<file path="config.mk">
export PLATFORM = sky130hd
export DESIGN_NAME = utf16_to_utf8_converter_flat
export DESIGN_NICKNAME = d
export VERILOG_FILES = /design/src/rtl/u2u8_pkg.sv /design/src/rtl/u2u8_ifs.sv /design/src/rtl/u2u8_front.sv /design/src/rtl/u2u8_queue.sv /design/src/rtl/u2u8_back.sv /design/src/rtl/utf16_to_utf8_converter.sv /design/src/flat_wrapper.sv
export SDC_FILE = /design/constraint.sdc
export NUM_CORES = 1
export LEC_CHECK = 0
export ABC_AREA = 0
export BUFFER_PORTS_ARGS = -buffer_cell sky130_fd_sc_hd__buf_2
export CAP_MARGIN = 0
export CELL_PAD_IN_SITES_DETAIL_PLACEMENT = 1
export CELL_PAD_IN_SITES_GLOBAL_PLACEMENT = 2
export CORE_ASPECT_RATIO = 0.6
export CORE_MARGIN = 4
export CORE_UTILIZATION = 44
export CTS_CLUSTER_SIZE = 12
export DETAILED_ROUTE_END_ITERATION = 7
export GPL_TIMING_DRIVEN = 0
export PLACE_DENSITY = 0.81
export SETUP_SLACK_MARGIN = 0.4
export SLEW_MARGIN = 5
export SYNTH_ARGS = -nofsm -noshare
export SYNTH_HDL_FRONTEND = slang
export SYNTH_SLANG_ARGS = --single-unit
</file>
<file path="constraint.sdc">
create_clock -name clk -period 6.8 [get_ports clk]
set_input_delay 1.02 -clock clk [delete_from_list [all_inputs] [get_ports clk]]
set_output_delay 1.02 -clock clk [all_outputs]
set_load 0.03 [all_outputs]
</file>
<file path="src/rtl/u2u8_pkg.sv">
// ----------------------------------------------------------------------------
// UTF-16 to UTF-8 converter package
// Shared constants, the conversion job record and the encoding helpers.
// ----------------------------------------------------------------------------
package u2u8_pkg;

  localparam int UnitWidth   = 16;
  localparam int ByteWidth   = 8;
  localparam int CountWidth  = 16;
  localparam int MaxBytes    = 4;
  localparam int NbWidth     = 3;
  localparam int QueueDepthDefault = 4;

  localparam logic [15:0] BufferBytesReset = 16'd256;

  localparam logic [15:0] SurrFirst    = 16'hD800;
  localparam logic [15:0] HighLast     = 16'hDBFF;
  localparam logic [15:0] LowFirst     = 16'hDC00;
  localparam logic [15:0] LowLast      = 16'hDFFF;
  localparam logic [15:0] SurrMask     = 16'hF800;
  localparam logic [20:0] SuppBase     = 21'h10000;
  localparam logic [20:0] TwoByteFirst = 21'h00080;
  localparam logic [20:0] ThreeByteFirst = 21'h00800;
  localparam logic [20:0] FourByteFirst  = 21'h10000;

  localparam logic [1:0] ContTag  = 2'b10;
  localparam logic [2:0] Lead2Tag = 3'b110;
  localparam logic [3:0] Lead3Tag = 4'b1110;
  localparam logic [4:0] Lead4Tag = 5'b11110;

  // One converted item: data bytes in send order, optional terminator.
  typedef struct packed {
    logic [MaxBytes-1:0][ByteWidth-1:0] data;
    logic [NbWidth-1:0]                 nbytes;
    logic                               has_nul;
    logic [CountWidth-1:0]              count;
  } u2u8_job_t;

  // Push side of the job queue.
  typedef struct packed {
    logic      valid;
    u2u8_job_t job;
  } u2u8_push_t;

  // Pop side of the job queue, as seen by the consumer.
  typedef struct packed {
    logic      valid;
    u2u8_job_t job;
  } u2u8_head_t;

  // Number of UTF-8 bytes for a scalar value.
  function automatic logic [NbWidth-1:0] utf8_width(input logic [20:0] v);
    logic [NbWidth-1:0] w;
    if (v < TwoByteFirst) begin
      w = 3'd1;
    end else if (v < ThreeByteFirst) begin
      w = 3'd2;
    end else if (v < FourByteFirst) begin
      w = 3'd3;
    end else begin
      w = 3'd4;
    end
    return w;
  endfunction

  // UTF-8 bytes of a scalar value, lead byte in slot 0.
  function automatic logic [MaxBytes-1:0][ByteWidth-1:0] utf8_bytes(input logic [20:0] v);
    logic [MaxBytes-1:0][ByteWidth-1:0] b;
    b = '0;
    if (v < TwoByteFirst) begin
      b[0] = v[7:0];
    end else if (v < ThreeByteFirst) begin
      b[0] = {Lead2Tag, v[10:6]};
      b[1] = {ContTag, v[5:0]};
    end else if (v < FourByteFirst) begin
      b[0] = {Lead3Tag, v[15:12]};
      b[1] = {ContTag, v[11:6]};
      b[2] = {ContTag, v[5:0]};
    end else begin
      b[0] = {Lead4Tag, v[20:18]};
      b[1] = {ContTag, v[17:12]};
      b[2] = {ContTag, v[11:6]};
      b[3] = {ContTag, v[5:0]};
    end
    return b;
  endfunction

endpackage

</file>
<file path="src/rtl/u2u8_ifs.sv">
// ----------------------------------------------------------------------------
// UTF-16 to UTF-8 converter channel interfaces
// Valid/ready channels for code units, result bytes and the capacity write.
// ----------------------------------------------------------------------------
interface u2u8_unit_if;
  logic        valid;
  logic        ready;
  logic [15:0] code_unit;
  modport source (output valid, output code_unit, input ready);
  modport sink   (input valid, input code_unit, output ready);
endinterface

interface u2u8_result_if;
  logic        valid;
  logic        ready;
  logic [7:0]  out_byte;
  logic        is_last;
  logic [15:0] bytes_written;
  modport source (output valid, output out_byte, output is_last, output bytes_written,
                  input ready);
  modport sink   (input valid, input out_byte, input is_last, input bytes_written,
                  output ready);
endinterface

interface u2u8_cfg_if;
  logic        valid;
  logic        ready;
  logic [15:0] buffer_bytes;
  modport source (output valid, output buffer_bytes, input ready);
  modport sink   (input valid, input buffer_bytes, output ready);
endinterface

</file>
<file path="src/rtl/u2u8_front.sv">
// ----------------------------------------------------------------------------
// UTF-16 to UTF-8 converter front end
// Accepts code units, tracks surrogates and capacity, and builds jobs.
// ----------------------------------------------------------------------------
module u2u8_front (
  input  logic                  clk,
  input  logic                  rst_n,
  input  logic                  unit_valid,
  input  logic [15:0]           code_unit,
  output logic                  unit_ready,
  input  logic                  cfg_valid,
  input  logic [15:0]           cfg_buffer_bytes,
  input  logic                  queue_full,
  output u2u8_pkg::u2u8_push_t  push
);

  logic        high_pending_r, high_pending_nxt;
  logic [9:0]  high_bits_r, high_bits_nxt;
  logic [15:0] space_left_r, space_left_nxt;
  logic [15:0] written_r, written_nxt;
  logic        closed_r, closed_nxt;
  logic [15:0] buffer_bytes_r;
  logic [15:0] full_space;
  logic        accept;

  assign unit_ready = !queue_full;
  assign accept     = unit_valid && unit_ready;
  assign full_space = (buffer_bytes_r == 16'd0) ? 16'd0 : buffer_bytes_r - 16'd1;

  always_comb begin
    logic [20:0]                 value;
    logic                        have_char;
    logic [u2u8_pkg::NbWidth-1:0] width;
    logic [15:0]                 space_after;
    logic [15:0]                 written_after;

    high_pending_nxt = high_pending_r;
    high_bits_nxt    = high_bits_r;
    space_left_nxt   = space_left_r;
    written_nxt      = written_r;
    closed_nxt       = closed_r;
    push             = '0;
    value            = '0;
    have_char        = 1'b0;
    width            = '0;
    space_after      = '0;
    written_after    = '0;

    if (accept) begin
      if (code_unit == 16'd0) begin
        // End of string: terminator unless already closed, then rearm.
        if (!closed_r) begin
          push.valid       = 1'b1;
          push.job.has_nul = 1'b1;
          push.job.count   = written_r;
        end
        high_pending_nxt = 1'b0;
        high_bits_nxt    = '0;
        space_left_nxt   = full_space;
        written_nxt      = '0;
        closed_nxt       = 1'b0;
      end else if (!closed_r) begin
        if (high_pending_r) begin
          high_pending_nxt = 1'b0;
          high_bits_nxt    = '0;
          if (code_unit >= u2u8_pkg::LowFirst && code_unit <= u2u8_pkg::LowLast) begin
            value     = {1'b0, high_bits_r, code_unit[9:0]} + u2u8_pkg::SuppBase;
            have_char = 1'b1;
          end
        end else if (space_left_r == 16'd0) begin
          push.valid       = 1'b1;
          push.job.has_nul = 1'b1;
          push.job.count   = written_r;
          closed_nxt       = 1'b1;
        end else if ((code_unit & u2u8_pkg::SurrMask) == u2u8_pkg::SurrFirst) begin
          if (code_unit <= u2u8_pkg::HighLast) begin
            high_pending_nxt = 1'b1;
            high_bits_nxt    = code_unit[9:0];
          end
        end else begin
          value     = {5'd0, code_unit};
          have_char = 1'b1;
        end

        if (have_char) begin
          width = u2u8_pkg::utf8_width(value);
          if (space_left_r < {13'd0, width}) begin
            // Character does not fit: close the string now.
            push.valid       = 1'b1;
            push.job.has_nul = 1'b1;
            push.job.count   = written_r;
            closed_nxt       = 1'b1;
          end else begin
            space_after      = space_left_r - {13'd0, width};
            written_after    = written_r + {13'd0, width};
            push.valid       = 1'b1;
            push.job.data    = u2u8_pkg::utf8_bytes(value);
            push.job.nbytes  = width;
            space_left_nxt   = space_after;
            written_nxt      = written_after;
            if (space_after == 16'd0) begin
              push.job.has_nul = 1'b1;
              push.job.count   = written_after;
              closed_nxt       = 1'b1;
            end
          end
        end
      end
    end

    // A capacity write applies at once only between strings.
    if (cfg_valid && written_r == 16'd0 && !high_pending_r && !closed_r) begin
      space_left_nxt = (cfg_buffer_bytes == 16'd0) ? 16'd0 : cfg_buffer_bytes - 16'd1;
    end
  end

  always_ff @(posedge clk) begin
    if (!rst_n) begin
      high_pending_r <= 1'b0;
      high_bits_r    <= '0;
      space_left_r   <= u2u8_pkg::BufferBytesReset - 16'd1;
      written_r      <= '0;
      closed_r       <= 1'b0;
      buffer_bytes_r <= u2u8_pkg::BufferBytesReset;
    end else begin
      high_pending_r <= high_pending_nxt;
      high_bits_r    <= high_bits_nxt;
      space_left_r   <= space_left_nxt;
      written_r      <= written_nxt;
      closed_r       <= closed_nxt;
      if (cfg_valid) begin
        buffer_bytes_r <= cfg_buffer_bytes;
      end
    end
  end

endmodule

</file>
<file path="src/rtl/u2u8_queue.sv">
// ----------------------------------------------------------------------------
// UTF-16 to UTF-8 converter job queue
// Small first-in first-out buffer between the front and back ends.
// ----------------------------------------------------------------------------
module u2u8_queue #(
  parameter int Depth = u2u8_pkg::QueueDepthDefault
) (
  input  logic                 clk,
  input  logic                 rst_n,
  input  u2u8_pkg::u2u8_push_t push,
  output logic                 full,
  output u2u8_pkg::u2u8_head_t head,
  input  logic                 pop
);

  localparam int PtrWidth = (Depth > 1) ? $clog2(Depth) : 1;
  localparam int CntWidth = $clog2(Depth + 1);
  localparam logic [CntWidth-1:0] DepthCnt = CntWidth'(Depth);
  localparam logic [PtrWidth-1:0] LastPtr  = PtrWidth'(Depth - 1);

  u2u8_pkg::u2u8_job_t slots_r [Depth];
  logic [PtrWidth-1:0] wr_ptr_r, wr_ptr_nxt;
  logic [PtrWidth-1:0] rd_ptr_r, rd_ptr_nxt;
  logic [CntWidth-1:0] count_r, count_nxt;
  logic                do_push, do_pop;

  assign full       = (count_r == DepthCnt);
  assign do_push    = push.valid && !full;
  assign do_pop     = pop && (count_r != '0);
  assign head.valid = (count_r != '0);
  assign head.job   = slots_r[rd_ptr_r];

  always_comb begin
    wr_ptr_nxt = wr_ptr_r;
    rd_ptr_nxt = rd_ptr_r;
    count_nxt  = count_r;
    if (do_push) begin
      wr_ptr_nxt = (wr_ptr_r == LastPtr) ? '0 : wr_ptr_r + 1'b1;
    end
    if (do_pop) begin
      rd_ptr_nxt = (rd_ptr_r == LastPtr) ? '0 : rd_ptr_r + 1'b1;
    end
    case ({do_push, do_pop})
      2'b10:   count_nxt = count_r + 1'b1;
      2'b01:   count_nxt = count_r - 1'b1;
      default: count_nxt = count_r;
    endcase
  end

  always_ff @(posedge clk) begin
    if (do_push) begin
      slots_r[wr_ptr_r] <= push.job;
    end
  end

  always_ff @(posedge clk) begin
    if (!rst_n) begin
      wr_ptr_r <= '0;
      rd_ptr_r <= '0;
      count_r  <= '0;
    end else begin
      wr_ptr_r <= wr_ptr_nxt;
      rd_ptr_r <= rd_ptr_nxt;
      count_r  <= count_nxt;
    end
  end

endmodule

</file>
<file path="src/rtl/u2u8_back.sv">
// ----------------------------------------------------------------------------
// UTF-16 to UTF-8 converter back end
// Sends the bytes of each job, then its terminator if it has one, through an output register.
// ----------------------------------------------------------------------------
module u2u8_back (
  input  logic                 clk,
  input  logic                 rst_n,
  input  u2u8_pkg::u2u8_head_t head,
  output logic                 pop,
  output logic                 res_valid,
  input  logic                 res_ready,
  output logic [7:0]           res_byte,
  output logic                 res_last,
  output logic [15:0]          res_count
);

  u2u8_pkg::u2u8_job_t         cur_r;
  logic                        cur_valid_r;
  logic [u2u8_pkg::NbWidth-1:0] idx_r;
  logic [u2u8_pkg::NbWidth-1:0] total;
  logic                        load;
  logic                        at_end;
  logic                        out_valid_r;
  logic [7:0]                  out_byte_r;
  logic                        out_last_r;
  logic [15:0]                 out_count_r;

  assign total  = cur_r.nbytes + {2'd0, cur_r.has_nul};
  assign load   = cur_valid_r && (!out_valid_r || res_ready);
  assign at_end = (idx_r == total - 1'b1);
  assign pop    = head.valid && (!cur_valid_r || (load && at_end));

  assign res_valid = out_valid_r;
  assign res_byte  = out_byte_r;
  assign res_last  = out_last_r;
  assign res_count = out_count_r;

  always_ff @(posedge clk) begin
    if (!rst_n) begin
      cur_valid_r <= 1'b0;
      idx_r       <= '0;
      out_valid_r <= 1'b0;
    end else begin
      if (pop) begin
        cur_valid_r <= 1'b1;
        idx_r       <= '0;
      end else if (load) begin
        idx_r <= idx_r + 1'b1;
        if (at_end) begin
          cur_valid_r <= 1'b0;
        end
      end
      if (load) begin
        out_valid_r <= 1'b1;
      end else if (res_ready) begin
        out_valid_r <= 1'b0;
      end
    end
  end

  always_ff @(posedge clk) begin
    if (pop) begin
      cur_r <= head.job;
    end
    if (load) begin
      if (idx_r < cur_r.nbytes) begin
        out_byte_r  <= cur_r.data[idx_r[1:0]];
        out_last_r  <= 1'b0;
        out_count_r <= '0;
      end else begin
        out_byte_r  <= '0;
        out_last_r  <= 1'b1;
        out_count_r <= cur_r.count;
      end
    end
  end

endmodule

</file>
<file path="src/rtl/utf16_to_utf8_converter.sv">
// ----------------------------------------------------------------------------
// UTF-16 to UTF-8 converter
// Transcodes a stream of UTF-16 code units into UTF-8 bytes with a NUL end.
// ----------------------------------------------------------------------------
// The converter takes one UTF-16 code unit per input transaction and returns
// one UTF-8 byte per output transaction, lead byte first. A zero unit ends
// the string and yields a NUL byte with is_last set and the count of data
// bytes sent. The capacity register limits a string to buffer_bytes minus
// one data bytes; when a character does not fit, or the space is used up,
// the NUL goes out at once and later units are dropped until the zero unit.
// A high surrogate produces nothing until its low partner arrives. Timing:
// the input side takes a unit in every cycle while the job queue has room;
// the output side sends one byte per cycle while the receiver is ready, so
// a unit takes one output transaction for each byte it yields, zero to five
// (four data bytes plus a NUL). An accepted unit passes through the job
// queue, the back end's job register and the output register before its
// first byte goes out. Capacity writes are accepted in every cycle and
// should be made between strings; no clearing pass follows reset.
// ----------------------------------------------------------------------------
module utf16_to_utf8_converter #(
  parameter int QueueDepth = u2u8_pkg::QueueDepthDefault
) (
  input  logic          clk,
  input  logic          rst_n,
  u2u8_unit_if.sink     in_ch,
  u2u8_result_if.source out_ch,
  u2u8_cfg_if.sink      cfg_ch
);

  // Handshake between the front end, the queue and the back end.
  u2u8_pkg::u2u8_push_t push;
  u2u8_pkg::u2u8_head_t head;
  logic                 queue_full;
  logic                 pop;

  // The capacity register takes every write transaction immediately.
  assign cfg_ch.ready = 1'b1;

  // Front end: surrogate tracking, capacity bookkeeping and UTF-8 encoding
  // of each accepted unit into at most one job record, all in the accept cycle.
  u2u8_front u_front (
    .clk              (clk),
    .rst_n            (rst_n),
    .unit_valid       (in_ch.valid),
    .code_unit        (in_ch.code_unit),
    .unit_ready       (in_ch.ready),
    .cfg_valid        (cfg_ch.valid),
    .cfg_buffer_bytes (cfg_ch.buffer_bytes),
    .queue_full       (queue_full),
    .push             (push)
  );

  // Job queue: lets the front keep taking units while the back drains bytes.
  u2u8_queue #(
    .Depth (QueueDepth)
  ) u_queue (
    .clk   (clk),
    .rst_n (rst_n),
    .push  (push),
    .full  (queue_full),
    .head  (head),
    .pop   (pop)
  );

  // Back end: walks through each job byte by byte into the output register,
  // fetching the next job in the cycle its last byte is loaded.
  u2u8_back u_back (
    .clk       (clk),
    .rst_n     (rst_n),
    .head      (head),
    .pop       (pop),
    .res_valid (out_ch.valid),
    .res_ready (out_ch.ready),
    .res_byte  (out_ch.out_byte),
    .res_last  (out_ch.is_last),
    .res_count (out_ch.bytes_written)
  );

endmodule

</file>
<file path="src/flat_wrapper.sv">
// flat-port wrapper written by rule: the top's interface ports become plain ports
module utf16_to_utf8_converter_flat 
#(
  parameter int QueueDepth = u2u8_pkg::QueueDepthDefault
)
  (clk, rst_n, in_ch_valid, in_ch_code_unit, in_ch_ready, out_ch_valid, out_ch_out_byte, out_ch_is_last, out_ch_bytes_written, out_ch_ready, cfg_ch_valid, cfg_ch_buffer_bytes, cfg_ch_ready);
  u2u8_unit_if in_ch_i ();
  u2u8_result_if out_ch_i ();
  u2u8_cfg_if cfg_ch_i ();
  input  logic clk;
  input  logic rst_n;
  input wire logic [$bits(in_ch_i.valid)-1:0] in_ch_valid;
  input wire logic [$bits(in_ch_i.code_unit)-1:0] in_ch_code_unit;
  output wire logic [$bits(in_ch_i.ready)-1:0] in_ch_ready;
  output wire logic [$bits(out_ch_i.valid)-1:0] out_ch_valid;
  output wire logic [$bits(out_ch_i.out_byte)-1:0] out_ch_out_byte;
  output wire logic [$bits(out_ch_i.is_last)-1:0] out_ch_is_last;
  output wire logic [$bits(out_ch_i.bytes_written)-1:0] out_ch_bytes_written;
  input wire logic [$bits(out_ch_i.ready)-1:0] out_ch_ready;
  input wire logic [$bits(cfg_ch_i.valid)-1:0] cfg_ch_valid;
  input wire logic [$bits(cfg_ch_i.buffer_bytes)-1:0] cfg_ch_buffer_bytes;
  output wire logic [$bits(cfg_ch_i.ready)-1:0] cfg_ch_ready;
  assign in_ch_i.valid = in_ch_valid;
  assign in_ch_i.code_unit = in_ch_code_unit;
  assign in_ch_ready = in_ch_i.ready;
  assign out_ch_valid = out_ch_i.valid;
  assign out_ch_out_byte = out_ch_i.out_byte;
  assign out_ch_is_last = out_ch_i.is_last;
  assign out_ch_bytes_written = out_ch_i.bytes_written;
  assign out_ch_i.ready = out_ch_ready;
  assign cfg_ch_i.valid = cfg_ch_valid;
  assign cfg_ch_i.buffer_bytes = cfg_ch_buffer_bytes;
  assign cfg_ch_ready = cfg_ch_i.ready;
  utf16_to_utf8_converter #(.QueueDepth(QueueDepth)) u_core (.clk(clk), .rst_n(rst_n), .in_ch(in_ch_i), .out_ch(out_ch_i), .cfg_ch(cfg_ch_i));
endmodule
</file>
==> impl_metrics.json <==
{
  "min_path_type": "flip-flop to flip-flop",
  "htree_levels": 2,
  "drc": 0,
  "setup_slack_ns": 0.726,
  "insertion_delay_ns": 0.52,
  "fin_worst_skew_ns": 0.0148,
  "cts_setup_buffers": 0,
  "grt_pass1_wl_mm": 67.8,
  "synth_top_area_cell": "edfxtp_1",
  "dieHeight_um": 153,
  "multi_input_area_um2": 5700,
  "cts_tree": "yes",
  "start_util": 0.452,
  "setup_violations": 0,
  "via_per_inst": 5.87,
  "use_met1": 0.370,
  "synth.net_count": 1217,
  "total_leakage_power_nw": 5.92,
  "min_from": "u_core.u_front.high_bits_r[2]",
  "synthMostInstantiatedCell": "edfxtp_1",
  "grt_pass1_vias": 10700,
  "use_met3": 0.0499,
  "ioPinCount": 65,
  "crit_arrival_ns": 6.42,
  "dr.pass1.iters": 5,
  "status": "complete, no violations",
  "utilization": 0.510,
  "ant_nets": 0,
  "synthArstFlopShare": 0,
  "nNetsFinal": 1318,
  "cts_buffers": 35,
  "insertedDiodeCount": 0,
  "synth_edf_count": 265,
  "crit_start": "u_core.u_front.space_left_r[3]",
  "ys_seq_elements": 337,
  "post-route-min-period_ns": 6.07,
  "reg2reg_from": "u_core.u_front.space_left_r[3]",
  "post-route-period-util": 0.893,
  "regArea_um2": 9400,
  "ys_warn_count": 0,
  "dpl_worst_slack_ns": 0.317,
  "holdWs_ns": 0.497,
  "yosys-top-cells-area": "edfxtp_1 (51%), dfxtp_1 (9.3%), mux4_2 (8.0%)",
  "die_area_um2": 38300,
  "crit_path_end_kind": "flip-flop",
  "netlist.area_leader.share": 0.514,
  "synthTopCellsByCount": "edfxtp_1 (265), nor2_1 (89), nand2_1 (73), dfxtp_1 (72), mux4_2 (55)",
  "synth-seq-area-share": 0.607,
  "rsz0062_at_grt": "no",
  "synthFlopType": "edfxtp_1",
  "antenna_found_initial": 1,
  "grt.met2_usage": 0.333,
  "num_vias": 10200,
  "dp_hpwl_mm": 32.0,
  "area_delta_synth_final_pct": 12.7,
  "tightest_slew_ns": 1.17,
  "drt_iter0_markers": 1037,
  "cp.required_ns": 7.15,
  "die_x_um": 250,
  "ys_types": 81,
  "clock.fmax_mhz": 165,
  "clockBufferDepth": 3,
  "cts_sinks": 337,
  "routed_wl_mm": 44.5,
  "cts-root-buf": "clkbuf_16",
  "final_layout_size_suffix_gt1_frac": 0.169,
  "syn_area_um2": 15500,
  "nFillCells": 3499,
  "irDropWorstVdd_mv": 0.208,
  "synthCells": 1157,
  "gp_congestion": 0.894,
  "overflow": 0,
  "groute.usage.overall": 0.232,
  "power_mw": 6.70,
  "syn_area_per_cell_um2": 13.4,
  "slew_viol_final": 0,
  "path_max_fanout": 10,
  "clk_pin_slew_ns": 0.07,
  "finalHoldViolCount": 0,
  "grt_max_degree": 49,
  "grt.busiest_layer": "met1",
  "wl_per_cell_um": 25.6,
  "power_density_nw_per_um2": 384,
  "maxCapViolCount": 0,
  "start_kind": "flip-flop",
  "maxSlewHeadroom": 0.221,
  "core_area_um2": 34200,
  "row_count": 52,
  "port_buffers": 62,
  "path_class": "flip-flop to flip-flop"
}
## area by class of cell
class,count,share of cell area
flip-flops and latches,337,0.539
multi-input cells,732,0.327
clock buffers,50,0.0534
well taps,459,0.0329
repair buffers,64,0.0201
plain buffers,61,0.0176
inverters,27,0.00581
clock inverters,6,0.00438
## worst max-delay path, stage by stage (launching register included)
cell	delay, ns
dfxtp_1	0.30
clkbuf_1	0.22
nor4_2	0.44
nand4_1	0.37
nand2b_1	0.34
o22a_1	0.24
clkbuf_1	0.42
nand2_1	0.22
nand2_1	0.24
ha_1	0.20
inv_1	0.05
fa_1	0.48
a211oi_2	0.49
nand2_1	0.13
xor2_1	0.21
o2111ai_1	0.31
nor4b_2	0.59
buf_4	0.29
a21boi_1	0.18
a21o_1	0.20
## metal layers
layer | routed length [um] | part of all wire
met5 | 0 | 0
met3 | 3370 | 0.076
met1 | 22200 | 0.50
met4 | 484 | 0.011
met2 | 18500 | 0.42
## per-stage QoR
stage / area (um^2) / cells / TNS [ns]
finish: 17400 / 1736 / 0
global route: 17400 / 1736 / 0
CTS: 17400 / 1736 / 0
detailed placement: 16400 / 1680 / 0
global placement: 16400 / 1678 / -0.758
floorplan: 15500 / 1157 / 0
## path summary, 6_finish.rpt
kind	end	slack (ns)	depth (start not counted)
worst max-delay path	u_core.u_queue.slots_r[2][12]	0.73	19
worst min-delay path	u_core.u_front.high_bits_r[2]	0.50	2
worst max register to register	u_core.u_queue.slots_r[2][12]	0.73	19
worst min register to register	u_core.u_front.high_bits_r[2]	0.50	2
## registers in the layout, summed over array words and instances (netlist names), 8 cells and up
register and cells:
u_core.u_back.cur_r 48, u_core.u_front.space_left_r 16, u_core.u_back.res_byte 8, u_core.u_queue.slots_r 192, u_core.u_front.high_bits_r 10, u_core.u_front.buffer_bytes_r 16, u_core.u_back.res_count 16, u_core.u_front.written_r 16
## power breakdown
| group | leakage [nW] | switching [mW] | internal (mW) |
|---|---|---|---|
| clock network | 0.486 | 0.784 | 0.992 |
| logic | 2.43 | 1.18 | 0.732 |
| registers | 3.00 | 0.187 | 2.82 |
## cell usage in the layout (no fill, tap or decap), types with 24 or more instances in the layout
cell,Yosys,routed
clkbuf_16,0,35
nor2b_1,41,41
a21oi_1,43,43
edfxtp_1,265,265
buf_2,11,73
clkbuf_1,37,51
mux4_2,55,55
xor2_1,28,28
nand3_1,24,24
dfxtp_1,72,72
inv_1,26,26
nand2_1,73,73
o21ai_0,31,31
nor2_1,89,89
nor3_1,28,28
## logic make-up after synthesis
group,share of synthesized area
AO/OA/AOI/OAI,0.0855
XOR/XNOR,0.0289
adder cells (fa/ha/maj),0.0200
buffers and inverters,0.0263
flip-flops,0.607
multiplexers,0.0942
other,0.000242
AND/OR/NAND/NOR,0.138
## repair_timing
item / CTS / global route
endpoints found under the hold margin: 0 / 0
hold buffers: 0 / 0
setup endpoints to repair: 0 / 24
gates resized for setup: 0 / 3
Note: power is estimated with default switching activity, not from simulation.
